### src/sv/lbpc_pkg.sv
// Shared types, constants and the blink time table for the LED blink controller.
`default_nettype none
package lbpc_pkg;

  localparam int NUM_LEDS  = 2;
  localparam int LED_IDX_W = (NUM_LEDS > 1) ? $clog2(NUM_LEDS) : 1;
  localparam int LINES_W   = 2;

  localparam int PERIOD_W  = 16;
  localparam int CODE_W    = 4;
  localparam int RUN_W     = 7;
  localparam int PAT_W     = 2 * CODE_W;
  localparam int CFG_IDX_W = 2;
  localparam int CFG_DATA_W = PERIOD_W;

  localparam logic [PERIOD_W-1:0] PERIOD_RST   = 16'd100;
  localparam logic [CODE_W-1:0]   OFF_CODE_RST = 4'd0;
  localparam logic [CODE_W-1:0]   ON_CODE_RST  = 4'd15;

  // item opcodes
  localparam logic OP_TICK = 1'b0;
  localparam logic OP_SET  = 1'b1;

  // configuration register indexes
  localparam logic [CFG_IDX_W-1:0] CFG_COMMIT_PERIOD = 2'd0;
  localparam logic [CFG_IDX_W-1:0] CFG_ALWAYS_OFF    = 2'd1;
  localparam logic [CFG_IDX_W-1:0] CFG_ALWAYS_ON     = 2'd2;

  typedef struct packed {
    logic [RUN_W-1:0]    run_count;
    logic                lit;
    logic [PERIOD_W-1:0] commit_timer;
    logic [PAT_W-1:0]    cur_pat;
    logic [PAT_W-1:0]    staged_pat;
  } led_state_t;

  typedef struct packed {
    logic [PERIOD_W-1:0] commit_period;
    logic [CODE_W-1:0]   always_off;
    logic [CODE_W-1:0]   always_on;
  } cfg_t;

  function automatic logic [RUN_W-1:0] time_lookup(input logic [CODE_W-1:0] code);
    logic [RUN_W-1:0] v;
    case (code)
      4'd0:    v = 7'd0;
      4'd1:    v = 7'd1;
      4'd2:    v = 7'd2;
      4'd3:    v = 7'd4;
      4'd4:    v = 7'd6;
      4'd5:    v = 7'd10;
      4'd6:    v = 7'd16;
      4'd7:    v = 7'd20;
      4'd8:    v = 7'd24;
      4'd9:    v = 7'd30;
      4'd10:   v = 7'd36;
      4'd11:   v = 7'd40;
      4'd12:   v = 7'd50;
      4'd13:   v = 7'd60;
      4'd14:   v = 7'd100;
      4'd15:   v = 7'h1F;
      default: v = 7'd0;
    endcase
    return v;
  endfunction

endpackage
`default_nettype wire

### src/sv/lbpc_tick_unit.sv
// Shared per-tick update unit: advances one LED's commit timer and blink phase.
`default_nettype none
module lbpc_tick_unit (
  input  wire lbpc_pkg::led_state_t st_in,
  input  wire lbpc_pkg::cfg_t       cfg,
  output lbpc_pkg::led_state_t      st_out
);

  logic [lbpc_pkg::PERIOD_W-1:0] timer_dec;
  logic [lbpc_pkg::CODE_W-1:0]   on_c;
  logic [lbpc_pkg::CODE_W-1:0]   off_c;

  always_comb begin
    st_out    = st_in;
    timer_dec = st_in.commit_timer - 1'b1;
    st_out.commit_timer = timer_dec;
    if (timer_dec == '0) begin
      st_out.commit_timer = cfg.commit_period;
      st_out.cur_pat      = st_in.staged_pat;
    end
    on_c  = st_out.cur_pat[lbpc_pkg::PAT_W-1:lbpc_pkg::CODE_W];
    off_c = st_out.cur_pat[lbpc_pkg::CODE_W-1:0];
    if (st_in.run_count != '0) begin
      st_out.run_count = st_in.run_count - 1'b1;
    end else if (off_c == cfg.always_off) begin
      // off force wins over on force
      st_out.lit = 1'b0;
    end else if (on_c == cfg.always_on) begin
      st_out.lit = 1'b1;
    end else if (st_in.lit) begin
      st_out.run_count = lbpc_pkg::time_lookup(off_c);
      st_out.lit       = 1'b0;
    end else begin
      st_out.run_count = lbpc_pkg::time_lookup(on_c);
      st_out.lit       = 1'b1;
    end
  end

endmodule
`default_nettype wire

### src/sv/led_blink_pattern_controller.sv
// Top level of the LED blink controller: sequencer, LED state, config and output register.
//
//  channel | ports                                              | direction
//  --------+----------------------------------------------------+----------
//  in      | in_valid in_stall in_opcode in_led_index            | input
//          | in_on_code in_off_code in_apply_now                 |
//  out     | out_valid out_stall out_led_lines                   | output
//  cfg     | cfg_we cfg_index cfg_data                           | input
//
// A set-pattern item goes straight to the result load; a tick first walks every LED,
// one at a time, through the single update unit, then loads the output register.
// One item is in flight at a time; in_stall is high until its result is loaded.
// A stalled result holds in the output register; the loading cycle waits for it.
// Synchronous active-low reset restores config defaults; LED timers PERIOD_RST, rest zero.
`default_nettype none
module led_blink_pattern_controller (
  input  wire                                clk,
  input  wire                                rst_n,
  input  wire                                in_valid,
  output logic                               in_stall,
  input  wire                                in_opcode,
  input  wire                                in_led_index,
  input  wire [lbpc_pkg::CODE_W-1:0]         in_on_code,
  input  wire [lbpc_pkg::CODE_W-1:0]         in_off_code,
  input  wire                                in_apply_now,
  output logic                               out_valid,
  input  wire                                out_stall,
  output logic [lbpc_pkg::LINES_W-1:0]       out_led_lines,
  input  wire                                cfg_we,
  input  wire [lbpc_pkg::CFG_IDX_W-1:0]      cfg_index,
  input  wire [lbpc_pkg::CFG_DATA_W-1:0]     cfg_data
);

  localparam logic [1:0] ST_IDLE = 2'd0;
  localparam logic [1:0] ST_TICK = 2'd1;
  localparam logic [1:0] ST_DONE = 2'd2;

  localparam logic [lbpc_pkg::LED_IDX_W-1:0] LAST_LED =
    lbpc_pkg::LED_IDX_W'(lbpc_pkg::NUM_LEDS - 1);

  logic [1:0]                         state_r, state_nxt;
  logic [lbpc_pkg::LED_IDX_W-1:0]     cnt_r, cnt_nxt;
  lbpc_pkg::cfg_t                     cfg_r, cfg_nxt;
  lbpc_pkg::led_state_t               led_r   [lbpc_pkg::NUM_LEDS];
  lbpc_pkg::led_state_t               led_nxt [lbpc_pkg::NUM_LEDS];
  logic                               out_valid_r, out_valid_nxt;
  logic [lbpc_pkg::LINES_W-1:0]       out_lines_r, out_lines_nxt;
  logic [lbpc_pkg::LINES_W-1:0]       lines_now;
  lbpc_pkg::led_state_t               unit_out;
  logic                               in_acc;
  logic                               out_free;
  logic [lbpc_pkg::PAT_W-1:0]         new_pat;

  lbpc_tick_unit u_tick (
    .st_in  (led_r[cnt_r]),
    .cfg    (cfg_r),
    .st_out (unit_out)
  );

  assign in_stall      = (state_r != ST_IDLE);
  assign in_acc        = in_valid && !in_stall;
  assign out_valid     = out_valid_r;
  assign out_led_lines = out_lines_r;
  assign out_free      = !out_valid_r || !out_stall;
  assign new_pat       = {in_on_code, in_off_code};

  always_comb begin
    lines_now = '0;
    for (int n = 0; n < lbpc_pkg::NUM_LEDS && n < lbpc_pkg::LINES_W; n++) begin
      lines_now[n] = led_r[n].lit;
    end
  end

  always_comb begin
    cfg_nxt = cfg_r;
    if (cfg_we) begin
      case (cfg_index)
        lbpc_pkg::CFG_COMMIT_PERIOD: cfg_nxt.commit_period = cfg_data;
        lbpc_pkg::CFG_ALWAYS_OFF:    cfg_nxt.always_off = cfg_data[lbpc_pkg::CODE_W-1:0];
        lbpc_pkg::CFG_ALWAYS_ON:     cfg_nxt.always_on  = cfg_data[lbpc_pkg::CODE_W-1:0];
        default:                     cfg_nxt = cfg_r;
      endcase
    end
  end

  always_comb begin
    state_nxt     = state_r;
    cnt_nxt       = cnt_r;
    out_valid_nxt = out_valid_r && out_stall;
    out_lines_nxt = out_lines_r;
    for (int n = 0; n < lbpc_pkg::NUM_LEDS; n++) begin
      led_nxt[n] = led_r[n];
    end
    case (state_r)
      ST_IDLE: begin
        if (in_acc) begin
          if (in_opcode == lbpc_pkg::OP_TICK) begin
            state_nxt = ST_TICK;
            cnt_nxt   = '0;
          end else begin
            state_nxt = ST_DONE;
            for (int n = 0; n < lbpc_pkg::NUM_LEDS; n++) begin
              if (lbpc_pkg::LED_IDX_W'(in_led_index) == lbpc_pkg::LED_IDX_W'(n)) begin
                led_nxt[n].staged_pat = new_pat;
                if (in_apply_now) begin
                  led_nxt[n].cur_pat      = new_pat;
                  led_nxt[n].commit_timer = lbpc_pkg::PERIOD_W'(1);
                  led_nxt[n].run_count    = '0;
                end
              end
            end
          end
        end
      end
      ST_TICK: begin
        for (int n = 0; n < lbpc_pkg::NUM_LEDS; n++) begin
          if (cnt_r == lbpc_pkg::LED_IDX_W'(n)) begin
            led_nxt[n] = unit_out;
          end
        end
        if (cnt_r == LAST_LED) begin
          state_nxt = ST_DONE;
        end else begin
          cnt_nxt = cnt_r + 1'b1;
        end
      end
      ST_DONE: begin
        if (out_free) begin
          out_valid_nxt = 1'b1;
          out_lines_nxt = lines_now;
          state_nxt     = ST_IDLE;
        end
      end
      default: state_nxt = ST_IDLE;
    endcase
  end

  always_ff @(posedge clk) begin
    if (!rst_n) begin
      state_r     <= ST_IDLE;
      cnt_r       <= '0;
      out_valid_r <= 1'b0;
      cfg_r       <= '{commit_period: lbpc_pkg::PERIOD_RST,
                       always_off:    lbpc_pkg::OFF_CODE_RST,
                       always_on:     lbpc_pkg::ON_CODE_RST};
      for (int n = 0; n < lbpc_pkg::NUM_LEDS; n++) begin
        led_r[n] <= '{run_count: '0, lit: 1'b0,
                      commit_timer: lbpc_pkg::PERIOD_RST,
                      cur_pat: '0, staged_pat: '0};
      end
    end else begin
      state_r     <= state_nxt;
      cnt_r       <= cnt_nxt;
      out_valid_r <= out_valid_nxt;
      cfg_r       <= cfg_nxt;
      for (int n = 0; n < lbpc_pkg::NUM_LEDS; n++) begin
        led_r[n] <= led_nxt[n];
      end
    end
  end

  always_ff @(posedge clk) begin
    out_lines_r <= out_lines_nxt;
  end

  // a tick starts its LED sweep at entry zero
  a_tick_start: assert property (@(posedge clk) disable iff (!rst_n)
    (in_acc && in_opcode == lbpc_pkg::OP_TICK) |=> (state_r == ST_TICK && cnt_r == '0))
    else $error("tick did not start LED sweep at entry zero");

  // a set-pattern item goes straight to result load
  a_set_done: assert property (@(posedge clk) disable iff (!rst_n)
    (in_acc && in_opcode == lbpc_pkg::OP_SET) |=> (state_r == ST_DONE))
    else $error("set-pattern item did not go to result load");

  // a result is loaded only when the output register is free
  a_no_overwrite: assert property (@(posedge clk) disable iff (!rst_n)
    (out_valid_r && out_stall) |=> (out_valid_r && $stable(out_lines_r)))
    else $error("pending result overwritten");

  // every loaded result retires the item and reopens the input
  a_load_idle: assert property (@(posedge clk) disable iff (!rst_n)
    (state_r == ST_DONE && out_free) |=> (out_valid_r && !in_stall))
    else $error("result load did not return to idle");

endmodule
`default_nettype wire

### config.mk
export PLATFORM = sky130hd
export DESIGN_NAME = led_blink_pattern_controller
export DESIGN_NICKNAME = d
export VERILOG_FILES = /design/src/sv/lbpc_pkg.sv /design/src/sv/lbpc_tick_unit.sv /design/src/sv/led_blink_pattern_controller.sv
export SDC_FILE = /design/constraint.sdc
export NUM_CORES = 1
export LEC_CHECK = 0
export BUFFER_PORTS_ARGS = -buffer_cell sky130_fd_sc_hd__buf_4
export CAP_MARGIN = 40
export CORE_MARGIN = 2
export CORE_UTILIZATION = 60
export DETAILED_ROUTE_END_ITERATION = 6
export MAX_ROUTING_LAYER = met4
export PLACE_DENSITY = 0.85
export SLEW_MARGIN = 20
export SYNTH_ARGS = -nofsm -noshare
export SYNTH_HDL_FRONTEND = slang
export SYNTH_HIERARCHICAL = 1
export SYNTH_SLANG_ARGS = --single-unit
### constraint.sdc
create_clock -name clk -period 6.3 [get_ports clk]
set_clock_uncertainty 0.2 [all_clocks]
set_input_delay 1.26 -clock clk [delete_from_list [all_inputs] [get_ports clk]]
set_output_delay 1.26 -clock clk [all_outputs]
set_load 0.1 [all_outputs]
Word-level counts from Yosys, hierarchy flattened. Memories as Yosys holds them, arrays and structs flattened. A register that Yosys moved wholly into a read port is not among the register bits. Cells that the tools add are included.

Output and inout port bits: 4. Memories kept: 3. Bits in latches: 0. Register bits after elaboration: 30. ROM bits: 224. Memory bits (writable): 80. Input bits: 34. Logic and storage cells: 89.

Memories: (no name shown) (depth 16, width 7, read ports 1, clocked after memory_dff 0, wr ports 0, RTL line lbpc_pkg.sv:45) `case (code)`; (no name shown) (depth 16, width 7, read ports 1, clocked after memory_dff 0, wr ports 0, RTL line lbpc_pkg.sv:45); led_r (depth 2, width 40, read ports 3, clocked after memory_dff 1, wr ports 2, RTL line led_blink_pattern_controller.sv:44) `lbpc_pkg::led_state_t led_r [lbpc_pkg::NUM_LEDS];`.

$lt $le $gt $ge: 0. Reductions and logical operators: 18. Shift-type cells: 0. Bitwise gates (word level): 2. Div/mod/pow operators: 0. Equality and inequality tests: 10. $add $sub $neg: 3. Multiplexer cells: 46. Multiply operators: 0.

Operators by type and width (number): 2-to-1 mux 40 bit (4); 2-to-1 mux 32 bit (4); 2-to-1 mux 39 bit (2); one-hot mux 39 bit (2 select lines) (1); 2-to-1 mux 24 bit (3); one-hot mux 32 bit (2 select lines) (1); 2-to-1 mux 7 bit (9); zero test 16 bit (1); subtractor 16 x 1 -> 16 bit (second input constant) (1); 2-to-1 mux 1 bit (14); one-hot mux 7 bit (2 select lines) (1); equality test 4 bit (2); 2-to-1 mux 2 bit (4); 2-to-1 mux 8 bit (1); inequality test 2 bit (second input constant) (4); AND reduction 2 bit (4); nonzero test 7 bit (1); subtractor 7 x 1 -> 7 bit (second input constant) (1); one-hot mux 2 bit (3 select lines) (1); AND reduction 3 bit (2); equality test 2 x 1 -> 1 bit (second input constant) (2); equality test 2 bit (second input constant) (2); zero test 2 bit (2); nonzero test 2 bit (2); other kinds (6) (10).

Longest topological paths before layout. Gate-level depths: netlist of the first run. An unclocked memory read counts as a cell.

Depth after elaboration: 11. Depth in mapped cells: 23. Depth with buffers taken out: 19.

Hierarchy. Netlist of the first run, hierarchy kept.

Modules (own cells, without submodules): led_blink_pattern_controller (cells an instance 510, instances 1, area an instance 4636.9 sq um, sequential area each 2242.2 sq um); lbpc_tick_unit (cells an instance 306, instances 1, area an instance 2009.4 sq um, sequential area each 0.0 sq um).

Worst setup path after synthesis of the first run. No wires, ideal clock.

Path kind: reg-to-reg. From: reg with a tool-made name. To: mem led_r[0][35] (netlist name). Clock period less this slack: 5.167 ns. Stages on the path, launching flop included: 24. Arrival: 4.839 ns. Setup slack: 1.133 ns. Path buffers: 5. Setup time: 0.128 ns. Path through: dfxtp_1 clkbuf_1 mux2_2 buf_6 inv_1 ha_1 buf_4 nor3b_2 nand4_1 xnor2_1 or2_4 or3_1 buf_2 clkbuf_1 mux2i_1 inv_1 ha_1 nor2_1 mux2_1 o221a_1 a31oi_1 a21oi_1 nand2_1 o22ai_1.

RTL lines (RTL line): end, declared (led_blink_pattern_controller.sv:44).

==> results of run 1 <==
where the power goes:
| group | internal, uW | switching [uW] |
|---|---|---|
| Sequential | 736 | 20.9 |
| Combinational | 145 | 242 |
| Clock | 237 | 274 |
| Total | 1120 | 537 |
area by class of cell:
cell class                      instances  area [um^2]  share of cell area
Sequential cell                       111         2240               0.314
Inverter                               28          105              0.0147
Clock buffer                            9          124              0.0174
Timing Repair Buffer                   49          392              0.0549
Tap cell                              140          175              0.0246
Clock inverter                          7          124              0.0174
Multi-Input combinational cell        609         3970               0.557
sequential cells by signal, indices dropped and copies added (netlist names), named ones only:
register	count
led_r	80
cfg_r	24
state_r	2
cnt_r	1
out_valid	1
out_led_lines	2
worst max-delay path, cell delays in order, from the launching register on:
cell	delay, ns
dfxtp_1	0.45
mux2_2	0.46
inv_1	0.11
ha_1	0.33
nor3b_2	0.52
nand4_1	0.18
xnor2_1	0.18
or2_4	0.28
or3_1	0.36
buf_4	0.23
mux2i_1	0.35
inv_1	0.18
ha_1	0.39
inv_1	0.12
mux2i_1	0.08
o221ai_1	0.29
nand3_1	0.17
a22oi_1	0.19
nand2_1	0.11
o22ai_1	0.19
stage by stage:
stage | hold WS [ns] | util | power (uW) | instances
after floorplan | 0.224 | - | 1060 | 816
after global placement | 0.240 | 0.631 | 1130 | 934
after detailed placement | 0.252 | 0.633 | 1150 | 935
after CTS | 0.268 | 0.655 | 1650 | 951
after global routing | 0.290 | 0.658 | 1730 | 953
final | 0.263 | 0.658 | 1650 | 953
worst max-delay path by stage:
stage | endpoint | slack, ns | depth (start not counted)
final | led_r[0][34] | 0.85 | 19
after detailed placement | led_r[1][35] | 1.0 | 19
after global placement | led_r[0][35] | 1.07 | 19
after global routing | led_r[0][34] | 0.47 | 19
after CTS | led_r[0][34] | 0.95 | 19
after floorplan | led_r[0][35] | 1.13 | 23
per-layer routing:
layer,up-vias,part of all wire,track usage
li1,2905,-,-
met4,0,0.028,0.116
met3,34,0.083,0.0681
met5,-,0,-
met2,307,0.45,0.496
met1,2891,0.44,0.414
kinds of logic after synthesis:
kind of cell,count (synthesis),synth area share
AOI/OAI and AO/OA,221,0.238
xor gates and xnor gates,17,0.0224
adders and majority gates,15,0.0282
buffers and inverters,96,0.0665
DFF,111,0.337
muxes,63,0.104
and+or+nand+nor,293,0.204
Yosys cell counts (4+ instances only):
| cell | n |
|---|---|
| clkbuf_1 | 36 |
| o211ai_1 | 4 |
| nor2b_1 | 5 |
| ha_1 | 15 |
| o21ai_0 | 24 |
| nor3_1 | 10 |
| xor2_1 | 8 |
| or3_1 | 4 |
| and2_1 | 4 |
| o22ai_1 | 39 |
| inv_1 | 25 |
| xnor2_1 | 9 |
| nand2b_1 | 7 |
| mux2_2 | 42 |
| buf_1 | 5 |
| dfxtp_1 | 109 |
| o21ai_1 | 4 |
| nand3b_1 | 4 |
| nor2_1 | 64 |
| mux2i_1 | 19 |
| or2_2 | 4 |
| buf_4 | 9 |
| nand4_1 | 4 |
| a22oi_1 | 33 |
| a21oi_1 | 34 |
| buf_6 | 4 |
| buf_2 | 13 |
| a31oi_1 | 5 |
| nand2_1 | 148 |
| a211oi_1 | 33 |
| nand3_1 | 22 |
==> metrics.txt, run 1 <==
status=finished clean; TritonCTS Buffers=9; Ant. Diodes=0; hold buffers post-CTS=0; Max Cap Viol=0; IO Pins=38; area growth from synthesis to layout=7.30%; r2r worst-path depth=19; CP required=roughly 6.4 ns; mapped cell area=approximately 6600 um^2; Placement Setup Slack=0.998 ns; Post-synth top flop=dfxtp_1; TNS Setup=0 ns; H-tree depth=3; Achievable Freq=~180 MHz; first-pass GRT wire length=just under 30 mm; Core Box Area=approximately 11,000 um^2; Critical Path AT=~5.6 ns; flops & latches, synth=around 110; most frequent cells in the layout=nand2_1 (148), dfxtp_1 (109), nor2_1 (64); fin crit share=0.866; max_slew headroom=0.448; maximum clock path buffer count=2; CP Launch Type=flip-flop; HPWL Detailed=roughly 13 mm; largest net degree at the start of global routing=67; Clock Latency Late Sink=about 0.40 ns; Min-Delay Endpoint=cfg_r[15]; Synth Net Count=between 800 and 900; Synth area leader=dfxtp_1; total track usage=0.320; syn_area_per_cell=8.15 um^2; Die Ht=roughly 110 um; share of cells above drive strength 1=0.171; Fillers=902; initial antenna violation count=0; CTS tree=yes; Fin. Hold Viols=0; Worst-Margin Slew=~0.83 ns; post-DR vias/cell=between 6 and 7; DR WL/cell=roughly 19 um; Residual DRC=0; die width=109 um; gr ovfl total=0; Clock Tree Root=clkbuf_8; 1st-pass router iterations=5; row count=38; WL final=17.9 mm; Worst-path clk slew=approximately 0.12 ns; Max Fanout on Critical Path=24; setup bufs post-CTS=0; DRT antenna net count=0; kind of critical path=flip-flop to flip-flop; Hold Path Class=flip-flop to flip-flop; hold_sp=cfg_r[15]; commonest non-fill, non-tap cell in the layout=nand2_1; Reg2Reg Setup Slack=0.85 ns; post-synthesis sequential area ratio=0.337; top-area cell type share of the netlist area=0.328; post-synthesis async set-or-reset flop share=0; pwr dens=232 nW/um^2; dpl cell area=approximately 7000 um^2; reg2reg end=led_r[0][34]; P_leak=0.00271 uW; GP Congestion=~0.94; minimum clock period=approximately 5.5 ns; Hold Crit Depth=2; Post-Syn Instances=between 800 and 900; Ys Warns=6; post-route cell area=7130 um^2; VDD IR-drop max=0.194 mV; die area=around 12,000 um^2; Setup crit end kind=flip-flop; Final setup viols=0; CTS resizes=0; Clock Sinks=around 110; vias in the first global route=approximately 5,700; initial core utilization=0.613; Final WS setup=~0.85 ns; synth top area cells=dfxtp_1 (33%), nand2_1 (8.4%), mux2_2 (7.1%), a211oi_1 (3.7%), a22oi_1 (3.7%); unrepaired setup endpoints after global routing=false; Starting DRT DRC Count=between 500 and 600; count of cell types in the netlist=79; Via Count=6,137; final net count=between 800 and 900; # port buffers=37; max-slew violation count=0; Post-synth EDFFs=2
Note: power is estimated with default switching activity, not from simulation.
==> inputs of run 2 (changes only) <==
--- a/config.mk
+++ b/config.mk
@@ -7,11 +7,13 @@
 export LEC_CHECK = 0
 export BUFFER_PORTS_ARGS = -buffer_cell sky130_fd_sc_hd__buf_4
 export CAP_MARGIN = 40
+export CELL_PAD_IN_SITES_DETAIL_PLACEMENT = 1
+export CELL_PAD_IN_SITES_GLOBAL_PLACEMENT = 1
 export CORE_MARGIN = 2
-export CORE_UTILIZATION = 60
+export CORE_UTILIZATION = 47
 export DETAILED_ROUTE_END_ITERATION = 6
 export MAX_ROUTING_LAYER = met4
-export PLACE_DENSITY = 0.85
+export PLACE_DENSITY = 0.87
 export SLEW_MARGIN = 20
 export SYNTH_ARGS = -nofsm -noshare
 export SYNTH_HDL_FRONTEND = slang
==> metrics.txt, run 2 (same netlist as run 1, synthesis figures left out) <==
status=finished clean; row count=43; Pwr Total=approximately 1700 uW; WL final=20.5 mm; Pint=~1200 uW; Clk pwr share=0.336; Max Cap Viol=0; final net count=860; Clock Latency Late Sink=0.37 ns; Worst-path clk slew=approximately 0.08 ns; max_slew headroom=0.439; kind of critical path=flip-flop to flip-flop; CTS tree=yes; Residual DRC=0; fin crit share=0.872; Final setup viols=0; post-DR vias/cell=6.23; NetSw=about 570 uW; total track usage=0.288; Worst-Margin Slew=about 0.84 ns; die width=~120 um; Max Fanout on Critical Path=14; Layout Utilization=0.526; TritonCTS Buffers=9; maximum clock path buffer count=2; Starting DRT DRC Count=352; # port buffers=37; Largest regs=led_r: 80 flops, cfg_r: 24 flops; most frequent cells in the layout=nand2_1 (148), dfxtp_1 (109), nor2_1 (63); Top reg by flops=led_r; Inst Count DP=between 900 and 1,000; unrepaired setup endpoints after global routing=false; CTS resizes=0; Clock Sinks=about 110; Fin. Hold Viols=0; sequential power share=0.438; gr ovfl total=0; Sw Ratio=0.329; GP Congestion=approximately 0.95; Finished Layout Cells=996; CP required=around 6.4 ns; Critical Path AT=roughly 5.6 ns; minimum clock period=~5.5 ns; Achievable Freq=182 MHz; pwr dens=roughly 240 nW/um^2; initial antenna violation count=0; area growth from synthesis to layout=9.43%; hold buffers post-CTS=0; commonest non-fill, non-tap cell in the layout=nand2_1; CP Launch Type=flip-flop; TNS Setup=0 ns; Die Ht=123 um; Placement Setup Slack=~0.8 ns; Via Count=a little over 6,000; initial core utilization=0.481; P_leak=around 0.0028 uW; Setup crit end kind=flip-flop; share of cells above drive strength 1=0.175; Clock Tree Root=clkbuf_16; Ant. Diodes=0; VDD IR-drop max=~0.13 mV; Reg2Reg Setup Slack=0.80 ns; setup bufs post-CTS=0; IO Pins=38; first-pass GRT wire length=around 33 mm; die area=around 15,000 um^2; Core Box Area=~14,000 um^2; Final WS setup=around 0.8 ns; max-slew violation count=0; vias in the first global route=between 6,000 and 7,000; Hold Path Class=flip-flop to flip-flop; max reg flops=80; DRT antenna net count=0; largest net degree at the start of global routing=67; DR WL/cell=20.6 um; HPWL Detailed=14.8 mm; Fillers=~1,600; Comb power frac=0.226; 1st-pass router iterations=5; H-tree depth=3
## run 2: power groups by stage
| stage | sequential, uW | combinational (uW) | clock [uW] |
|---|---|---|---|
| detailed placement | 775 | 383 | 0 |
| finish | 759 | 393 | 583 |
| floorplan | 768 | 288 | 0 |
| global placement | 772 | 365 | 0 |
| CTS | 759 | 386 | 594 |
| global route | 763 | 426 | 628 |
## run 2: area by class of cell
type,instances,area [um^2],area share
multi-input combinational,609,3970,0.546
sequential,111,2240,0.308
timing repair buffer,52,429,0.0590
inverter,28,105,0.0145
clock inverter,7,73.8,0.0101
clock buffer,9,225,0.0310
tap,180,225,0.0310
## run 2: through the flow
stage	instance area (um^2)	hold slack [ns]
5_1_grt	7270	0.281
2_1_floorplan	6650	0.224
3_3_place_gp	6890	0.242
6_report	7270	0.260
4_1_cts	7240	0.265
3_5_place_dp	6940	0.253
## run 2: routing by layer
metal | routed length [um] | part of all wire | GRT usage | up-vias
li1 | - | - | - | 2903
met1 | 8830 | 0.43 | 0.341 | 3073
met2 | 10100 | 0.49 | 0.483 | 182
met3 | 990 | 0.048 | 0.0563 | 47
met4 | 571 | 0.028 | 0.112 | 0
met5 | 0 | 0 | - | -
## run 2: worst paths after layout
kind	to	cells past startpoint	from
setup / recovery	led_r[0][38]	17	flip-flop
hold / removal	cfg_r[21]	2	cfg_r[21]
setup reg to reg	led_r[0][38]	17	flip-flop
hold reg to reg	cfg_r[21]	2	cfg_r[21]
## run 2: worst max-delay path: stages (launching register included)
cell	delay, ns
dfxtp_1	0.72
mux2_2	0.50
inv_1	0.11
ha_1	0.32
nor3b_2	0.46
nand4_1	0.17
xnor2_1	0.18
or2_4	0.27
nor3_4	0.59
buf_4	0.26
mux2i_1	0.50
inv_1	0.20
a211oi_1	0.32
a31o_2	0.16
nand3_1	0.07
o21ai_1	0.11
nand2_1	0.08
o22ai_1	0.19
